==> src/rtl/rhc_pkg.sv <==
// Shared definitions for the RGB to HSV converter: channel select codes
// and the status flags that travel down the pipeline beside the data.
// No dependencies.
package rhc_pkg;

  // Which input channel holds the largest value.
  localparam logic [1:0] SEL_RED   = 2'd0;
  localparam logic [1:0] SEL_GREEN = 2'd1;
  localparam logic [1:0] SEL_BLUE  = 2'd2;

  // Hue divisor is six times the chroma: one sextant per primary/secondary.
  localparam int unsigned HUE_SEXTANTS = 6;

  // Per-pixel status that rides beside the payload.
  typedef struct packed {
    logic vld;    // a pixel occupies this stage
    logic gray;   // chroma is zero, hue forced to zero
    logic black;  // value is zero, saturation forced to zero
  } rhc_flags_t;

endpackage

==> src/rtl/rgb_to_hsv_converter_core.sv <==
// Top level of the RGB to HSV converter: front end, two pipelined dividers
// and the output register.
// Depends on rhc_pkg, rhc_prep and rhc_div.
//
//   channel  | ports                                     | transfer when
//   ---------+-------------------------------------------+----------------------------
//   input    | start, busy, in_red, in_green, in_blue    | start high and busy low
//   result   | out_strobe, out_hue, out_saturation,      | out_strobe high (one cycle,
//            | out_brightness                            | cannot be held off)
//
// The block takes one pixel every clock cycle; busy is always low.
// Each result passes through the front end, the divider stages and the
// output register. The two restoring dividers retire one quotient bit per
// register stage. Reset is synchronous and clears only the valid bits of
// the pipeline; no result is strobed until a pixel has gone all the way
// through.
module rgb_to_hsv_converter_core #(
  parameter int COLOR_BITS = 8,
  parameter int HUE_BITS   = 16
) (
  input  logic                  clk,
  input  logic                  rst_n,
  input  logic                  start,
  output logic                  busy,
  input  logic [COLOR_BITS-1:0] in_red,
  input  logic [COLOR_BITS-1:0] in_green,
  input  logic [COLOR_BITS-1:0] in_blue,
  output logic                  out_strobe,
  output logic [HUE_BITS-1:0]   out_hue,
  output logic [COLOR_BITS-1:0] out_saturation,
  output logic [COLOR_BITS-1:0] out_brightness
);

  localparam int CB = COLOR_BITS;
  // Both dividers get the same depth so their results leave together.
  localparam int DIV_STAGES = (HUE_BITS > COLOR_BITS) ? HUE_BITS : COLOR_BITS;

  // The pipeline never stalls, so a transfer happens whenever start is high.
  assign busy = 1'b0;

  logic in_xfer;
  assign in_xfer = start && !busy;

  // Front end: max, min and chroma, then dividends and divisors.
  rhc_pkg::rhc_flags_t prep_flags;
  logic [CB+2:0]       hue_rem, hue_den;
  logic [CB:0]         sat_hi, sat_den;
  logic [CB-1:0]       sat_lo, value;

  rhc_prep #(
    .COLOR_BITS (COLOR_BITS)
  ) u_prep (
    .clk      (clk),
    .rst_n    (rst_n),
    .in_vld   (in_xfer),
    .in_red   (in_red),
    .in_green (in_green),
    .in_blue  (in_blue),
    .flags    (prep_flags),
    .hue_rem  (hue_rem),
    .hue_den  (hue_den),
    .sat_hi   (sat_hi),
    .sat_lo   (sat_lo),
    .sat_den  (sat_den),
    .value    (value)
  );

  // Hue divider: the numerator is already below 6c, so the quotient is the
  // fraction n / 6c worked out to HUE_BITS bits with zeros shifted in.
  logic                hue_vld;
  logic [HUE_BITS-1:0] hue_quo;
  logic                hue_gray;

  rhc_div #(
    .DEN_W  (CB + 3),
    .Q_BITS (HUE_BITS),
    .STAGES (DIV_STAGES),
    .TAG_W  (1)
  ) u_hue_div (
    .clk     (clk),
    .rst_n   (rst_n),
    .in_vld  (prep_flags.vld),
    .in_rem  (hue_rem),
    .in_den  (hue_den),
    .in_low  ('0),
    .in_tag  (prep_flags.gray),
    .out_vld (hue_vld),
    .out_quo (hue_quo),
    .out_tag (hue_gray)
  );

  // Saturation divider: (2c(2^CB-1) + v) / 2v, which rounds c(2^CB-1)/v
  // half up. The quotient fits CB bits because c never exceeds v. The value
  // and the black flag ride along as the tag.
  logic          sat_vld;
  logic [CB-1:0] sat_quo;
  logic [CB:0]   sat_tag;

  rhc_div #(
    .DEN_W  (CB + 1),
    .Q_BITS (CB),
    .STAGES (DIV_STAGES),
    .TAG_W  (CB + 1)
  ) u_sat_div (
    .clk     (clk),
    .rst_n   (rst_n),
    .in_vld  (prep_flags.vld),
    .in_rem  (sat_hi),
    .in_den  (sat_den),
    .in_low  (sat_lo),
    .in_tag  ({value, prep_flags.black}),
    .out_vld (sat_vld),
    .out_quo (sat_quo),
    .out_tag (sat_tag)
  );

  // Output register. A gray pixel divides by zero in the hue divider and a
  // black pixel in the saturation divider; those quotients are replaced by
  // zero here.
  logic                strobe_r;
  logic [HUE_BITS-1:0] hue_r;
  logic [CB-1:0]       sat_r, bright_r;

  always_ff @(posedge clk) begin
    if (!rst_n) begin
      strobe_r <= 1'b0;
    end else begin
      strobe_r <= hue_vld && sat_vld;
    end
  end

  always_ff @(posedge clk) begin
    hue_r    <= hue_gray ? '0 : hue_quo;
    sat_r    <= sat_tag[0] ? '0 : sat_quo;
    bright_r <= sat_tag[CB:1];
  end

  assign out_strobe     = strobe_r;
  assign out_hue        = hue_r;
  assign out_saturation = sat_r;
  assign out_brightness = bright_r;

endmodule

==> src/rtl/rhc_prep.sv <==
// Front end of the RGB to HSV converter: two register stages that find
// max/min/chroma, then form the hue and saturation dividends and divisors.
// Depends on rhc_pkg.
module rhc_prep #(
  parameter int COLOR_BITS = 8
) (
  input  logic                    clk,
  input  logic                    rst_n,
  input  logic                    in_vld,
  input  logic [COLOR_BITS-1:0]   in_red,
  input  logic [COLOR_BITS-1:0]   in_green,
  input  logic [COLOR_BITS-1:0]   in_blue,
  output rhc_pkg::rhc_flags_t     flags,
  output logic [COLOR_BITS+2:0]   hue_rem,
  output logic [COLOR_BITS+2:0]   hue_den,
  output logic [COLOR_BITS:0]     sat_hi,
  output logic [COLOR_BITS-1:0]   sat_lo,
  output logic [COLOR_BITS:0]     sat_den,
  output logic [COLOR_BITS-1:0]   value
);

  localparam int CB = COLOR_BITS;

  // Stage 1: compare the channels.
  logic [CB-1:0] max_c, min_c;
  logic [1:0]    sel_c;
  logic [CB:0]   diff_c;

  logic          vld1_r;
  logic [CB-1:0] v1_r, c1_r;
  logic [1:0]    sel1_r;
  logic [CB:0]   diff1_r;

  always_comb begin
    if ((in_red >= in_green) && (in_red >= in_blue)) begin
      max_c  = in_red;
      sel_c  = rhc_pkg::SEL_RED;
      diff_c = {1'b0, in_green} - {1'b0, in_blue};
    end else if (in_green >= in_blue) begin
      max_c  = in_green;
      sel_c  = rhc_pkg::SEL_GREEN;
      diff_c = {1'b0, in_blue} - {1'b0, in_red};
    end else begin
      max_c  = in_blue;
      sel_c  = rhc_pkg::SEL_BLUE;
      diff_c = {1'b0, in_red} - {1'b0, in_green};
    end
    if ((in_red <= in_green) && (in_red <= in_blue)) begin
      min_c = in_red;
    end else if (in_green <= in_blue) begin
      min_c = in_green;
    end else begin
      min_c = in_blue;
    end
  end

  always_ff @(posedge clk) begin
    if (!rst_n) begin
      vld1_r <= 1'b0;
    end else begin
      vld1_r <= in_vld;
    end
  end

  always_ff @(posedge clk) begin
    v1_r    <= max_c;
    c1_r    <= max_c - min_c;
    sel1_r  <= sel_c;
    diff1_r <= diff_c;
  end

  // Stage 2: build the hue numerator and the saturation dividend.
  // The numerator always lands in [0, 6c), so the sum is kept modulo its width.
  logic [CB+2:0]   c6, base;
  logic [CB+2:0]   num_sum;
  logic [2*CB:0]   sat_num;

  rhc_pkg::rhc_flags_t flags_r;
  logic [CB+2:0]   hue_rem_r, hue_den_r;
  logic [2*CB:0]   sat_num_r;
  logic [CB-1:0]   v2_r;

  always_comb begin
    c6 = ({3'b000, c1_r} << 2) + ({3'b000, c1_r} << 1);
    case (sel1_r)
      rhc_pkg::SEL_RED:   base = diff1_r[CB] ? c6 : '0;
      rhc_pkg::SEL_GREEN: base = {3'b000, c1_r} << 1;
      default:            base = {3'b000, c1_r} << 2;
    endcase
    num_sum = base + {{2{diff1_r[CB]}}, diff1_r};
    // c * (2^CB - 1) * 2 + v, done with shifts.
    sat_num = ({(CB+1)'(0), c1_r} << (CB + 1)) - ({(CB+1)'(0), c1_r} << 1)
              + {(CB+1)'(0), v1_r};
  end

  always_ff @(posedge clk) begin
    if (!rst_n) begin
      flags_r.vld <= 1'b0;
    end else begin
      flags_r.vld <= vld1_r;
    end
  end

  always_ff @(posedge clk) begin
    flags_r.gray  <= (c1_r == '0);
    flags_r.black <= (v1_r == '0);
    hue_rem_r     <= num_sum;
    hue_den_r     <= c6;
    sat_num_r     <= sat_num;
    v2_r          <= v1_r;
  end

  assign flags   = flags_r;
  assign hue_rem = hue_rem_r;
  assign hue_den = hue_den_r;
  assign sat_hi  = sat_num_r[2*CB:CB];
  assign sat_lo  = sat_num_r[CB-1:0];
  assign sat_den = {v2_r, 1'b0};
  assign value   = v2_r;

endmodule

==> src/rtl/rhc_div.sv <==
// Pipelined restoring divider for the RGB to HSV converter: one quotient
// bit per register stage, with valid and tag carried alongside.
// No package dependencies.
module rhc_div #(
  parameter int DEN_W  = 11,
  parameter int Q_BITS = 16,
  parameter int STAGES = 16,
  parameter int TAG_W  = 1
) (
  input  logic              clk,
  input  logic              rst_n,
  input  logic              in_vld,
  input  logic [DEN_W-1:0]  in_rem,   // must be below in_den
  input  logic [DEN_W-1:0]  in_den,
  input  logic [Q_BITS-1:0] in_low,   // dividend bits shifted in, MSB first
  input  logic [TAG_W-1:0]  in_tag,
  output logic              out_vld,
  output logic [Q_BITS-1:0] out_quo,
  output logic [TAG_W-1:0]  out_tag
);

  logic              vld_r [STAGES];
  logic [DEN_W-1:0]  rem_r [STAGES];
  logic [DEN_W-1:0]  den_r [STAGES];
  logic [Q_BITS-1:0] low_r [STAGES];
  logic [Q_BITS-1:0] quo_r [STAGES];
  logic [TAG_W-1:0]  tag_r [STAGES];

  for (genvar k = 0; k < STAGES; k++) begin : g_stage
    logic              cur_vld;
    logic [DEN_W-1:0]  cur_rem, cur_den;
    logic [Q_BITS-1:0] cur_low, cur_quo;
    logic [TAG_W-1:0]  cur_tag;

    if (k == 0) begin : g_first
      assign cur_vld = in_vld;
      assign cur_rem = in_rem;
      assign cur_den = in_den;
      assign cur_low = in_low;
      assign cur_quo = '0;
      assign cur_tag = in_tag;
    end else begin : g_next
      assign cur_vld = vld_r[k-1];
      assign cur_rem = rem_r[k-1];
      assign cur_den = den_r[k-1];
      assign cur_low = low_r[k-1];
      assign cur_quo = quo_r[k-1];
      assign cur_tag = tag_r[k-1];
    end

    always_ff @(posedge clk) begin
      if (!rst_n) begin
        vld_r[k] <= 1'b0;
      end else begin
        vld_r[k] <= cur_vld;
      end
    end

    if (k < Q_BITS) begin : g_step
      logic [DEN_W:0] trial;
      logic           take;

      assign trial = {cur_rem, cur_low[Q_BITS-1]};
      assign take  = (trial >= {1'b0, cur_den});

      always_ff @(posedge clk) begin
        rem_r[k] <= take ? DEN_W'(trial - {1'b0, cur_den}) : trial[DEN_W-1:0];
        den_r[k] <= cur_den;
        low_r[k] <= cur_low << 1;
        quo_r[k] <= {cur_quo[Q_BITS-2:0], take};
        tag_r[k] <= cur_tag;
      end
    end else begin : g_hold
      // Extra stages only delay, so that dividers of different sizes line up.
      always_ff @(posedge clk) begin
        rem_r[k] <= cur_rem;
        den_r[k] <= cur_den;
        low_r[k] <= cur_low;
        quo_r[k] <= cur_quo;
        tag_r[k] <= cur_tag;
      end
    end
  end

  assign out_vld = vld_r[STAGES-1];
  assign out_quo = quo_r[STAGES-1];
  assign out_tag = tag_r[STAGES-1];

endmodule

==> config.mk <==
export PLATFORM = sky130hd
export DESIGN_NAME = rgb_to_hsv_converter_core
export DESIGN_NICKNAME = d
export VERILOG_FILES = /design/src/rtl/rhc_pkg.sv /design/src/rtl/rgb_to_hsv_converter_core.sv /design/src/rtl/rhc_prep.sv /design/src/rtl/rhc_div.sv
export SDC_FILE = /design/constraint.sdc
export NUM_CORES = 1
export LEC_CHECK = 0
export BUFFER_PORTS_ARGS = -buffer_cell sky130_fd_sc_hd__buf_2
export CORE_MARGIN = 2
export CORE_UTILIZATION = 62
export DETAILED_ROUTE_END_ITERATION = 8
export GPL_TIMING_DRIVEN = 0
export PLACE_DENSITY_LB_ADDON = 0.12
export SLEW_MARGIN = 40
export SYNTH_ARGS = -nofsm -noshare
export SYNTH_HDL_FRONTEND = slang
export SYNTH_SLANG_ARGS = --single-unit
==> constraint.sdc <==
create_clock -name clk -period 5.94 [get_ports clk]
set_clock_uncertainty 0.1 [all_clocks]
set_input_delay 1.485 -clock clk [delete_from_list [all_inputs] [get_ports clk]]
set_output_delay 1.485 -clock clk [all_outputs]
set_load 0.03 [all_outputs]
==> flow_summary.toml <==
[outcome]
status = "finished, final reports clean"

[sta]
drv_slew = 0
tns_ns = 0
finalSetupViolations = 0
timing.fmax_ghz = 0.191
finalHoldViolations = 0
period_minus_slack_ns = 5.23
rsz0062_at_grt = "no"
relSlewSlack_pct = 47.4
max_slew.worst_pin.slew_ns = 0.786
period_share_pct = 88.1

[cts]
post_cts_buffers = 0
cts_tree = "done"
numCtsBuffers = 86
clockBufferDepth = 3
cts.sinks = 905
ctsHtreeMaxLevel = 3
cts_root_buf = "clkbuf_16"
cts_resized = 0
cts-hold-fix-buffers = 0
clkLatencyLatePin_ns = 0.62
clk_pin_slew_ns = 0.06

[job]
drv_cap = 0

[logic_synthesis]
yosys-top-cells-area = "dfxtp_1 (55%), ha_1 (11%), inv_1 (3.9%), mux2_2 (3.1%), xnor2_1 (2.9%)"
ys_async_sr_fraction_pct = 0
synth_area_um2 = 33000
avgSynthCellArea_um2 = 10.9
synth_edf_count = 0
yosys.cell_types.count = 61
synth_area_leader_cell = "dfxtp_1"
yosys_warnings = 0
ys_seq_elements = 905
syn_inst = 3024
synthFlopType = "dfxtp_1"
synth_most_common_cell = "dfxtp_1"
synth_nets = 3365
synth-seq-area-share_pct = 54.9
synth_top_area_share_pct = 54.9
synthTopCellsByCount = "dfxtp_1 (905), inv_1 (340), ha_1 (286), o21ai_0 (151), a21oi_1 (147)"

[min_path]
hold_path_end = "u_sat_div.low_r[0][38]"
hold_path.class = "flop to flop"
hold_depth = 0
hold_start = "u_sat_div.low_r[0][29]"

[grt]
grt_pass1_vias = 21200
grt_pass1_wl_mm = 100
met3_usage_pct = 3.67
grt_max_degree = 18
met1_usage_pct = 25.8
grt-ovfl-total = 0
antenna_found_initial = 0
met2_usage_pct = 39.5
top_usage_layer = "met2"
grt_use_total_pct = 21.9

[critical_path]
cp_cell_sequence = "buf_2 > inv_1 > ha_1 > clkbuf_1 > o2111a_1 > o21a_1 > o21ai_0 > nand2_1 > buf_1 > nor2_1 > a21oi_1 > inv_1 > ha_1 > nor2b_1 > o21ai_0 > a21boi_0 > o21ai_0 > nand2b_1 > a21o_1 > a21oi_1 > xor2_1"
crit_path_end_kind = "flop"
critical-path-top-delay-family = "compound AO/OA/AOI/OAI gates"
reg2reg_depth = 15
crit_fanout = 10
critPathArrivalTime_ns = 5.63
slowest_delay_ns = 0.46
cpMostUsedCell = "o21ai_0"
path_class = "input pin to flop"
cp-start-kind = "input pin"
reg2reg_to = "u_prep.hue_rem[10]"
r2r-start = "u_prep.c1_r[0]"
slowest_stage = "buf_1"
ff2ff_setup_slack_ns = 2.36
required_ns = 6.33
critPathBufInv = 5

[routing]
drc_errors = 0
wl_per_cell_um = 15.2
drt_wl_total_mm = 59.6
vias = 20400
detail_route.first_pass.iterations = 5
final_antenna_net_count = 0
drtIter0Drc = 820
vias_per_cell = 5.20

[floorplan]
row_count = 84
start_util_pct = 62.8
die_x_um = 235
ios = 61
fp.dieH_um = 235
dieArea_um2 = 55100
coreArea_um2 = 52600

[place]
place.gp.congestion = 0.899
hpwlAfterDp_mm = 44.2
numPortBuffers = 59

[cells_and_area]
fillers = 3881
syn_to_final_growth_pct = 12.8
antennaDiodeCount = 0
seqCellArea_um2 = 18100
multi_input_area_um2 = 13500
drive_above_1_share_pct = 10.1
num-nets-final = 3512
[cell families after synthesis]
family | count (synthesis) | share of synthesized area, %
compound gates | 556 | 10.7
xor+xnor | 167 | 4.43
fa+ha+maj | 314 | 12.5
buf+inv | 375 | 4.30
flops | 905 | 54.9
mux | 117 | 3.94
other cells | 1 | 0.0114
simple gates | 589 | 9.15
[flip-flops by register name (all words and copies together) (netlist names), 2 cells and up]
register and flops:
u_hue_div.den_r 150, u_hue_div.rem_r 150, u_sat_div.tag_r 142, u_hue_div.quo_r 136, u_sat_div.quo_r 100, u_sat_div.rem_r 64
u_sat_div.low_r 21, u_prep.sat_num_r 17, out_hue 16, u_hue_div.tag_r 16, u_prep.hue_rem 11, u_hue_div.vld_r 10
u_prep.hue_den 10, u_prep.diff1_r 9, out_brightness 8, out_saturation 8, u_prep.c1_r 8, u_prep.v1_r 8
u_prep.value 7, u_sat_div.vld_r 6, u_prep.flags 3, u_prep.sel1_r 2
[worst register-to-register path, cell delays in order, from the launching register on]
cell      delay (ns)
dfxtp_1         0.54
inv_1           0.26
ha_1            0.39
nand2_1         0.06
nor2_1          0.10
a211oi_1        0.05
a21oi_1         0.27
ha_1            0.29
a21o_1          0.16
a21oi_1         0.23
o21bai_1        0.10
a21oi_1         0.24
o21ai_0         0.21
a21o_1          0.22
a21oi_1         0.18
xnor2_1         0.09
[stage by stage]
step	hold slack [ns]	utilization (%)	setup slack [ns]	area (um2)	std cells
6_report	0.216	70.8	0.706	37200	3930
3_5_place_dp	0.212	65.0	0.164	34100	3771
4_1_cts	0.218	70.8	0.774	37200	3930
2_1_floorplan	0.210	-	1.17	33000	3024
5_1_grt	0.221	70.8	0.412	37200	3930
3_3_place_gp	0.210	65.0	0.226	34100	3771
[how the worst max path moves through the flow]
stage	from	to	slack (ns)	cells after the start
after floorplan	in_red[1]	u_prep.c1_r[7]	1.17	19
after global placement	in_red[4]	u_prep.c1_r[6]	0.23	20
after detailed placement	in_red[4]	u_prep.c1_r[7]	0.16	20
after CTS	in_red[4]	u_prep.c1_r[7]	0.77	21
after global routing	in_red[4]	u_prep.c1_r[7]	0.41	21
final	in_red[4]	u_prep.c1_r[7]	0.71	21
[layout by cell type (no fill, tap or decap), drive strengths merged, types with 28 or more instances in the layout]
cell | synthesis | final
a21oi | 147 | 147
nand4 | 52 | 52
inv | 340 | 349
xor2 | 57 | 57
xnor2 | 110 | 110
clkbuf | 27 | 140
and2 | 41 | 41
nor2 | 132 | 132
nor2b | 113 | 113
nand2b | 51 | 51
buf | 7 | 66
a21o | 84 | 84
nand2 | 125 | 125
dfxtp | 905 | 905
o21ai | 156 | 156
fa | 28 | 28
mux2 | 92 | 92
ha | 286 | 286
[cell type report]
class,instances,share of cell area (%)
Tap cell,688,2.31
Clock buffer,113,6.52
Buffer,34,0.370
Sequential cell,905,48.7
Timing Repair Buffer,59,0.794
Clock inverter,46,1.68
Multi-Input combinational cell,1744,36.2
Inverter,341,3.44
[per-layer routing]
metal	vias to the layer above	routed length, um
li1	10400	-
met1	9525	26100
met2	341	29700
met3	115	2150
met4	0	1710
met5	-	0
Power is left out: the tool's default activity adds up to more than one toggle a clock period on the data nets, which glitch-free logic cannot reach.
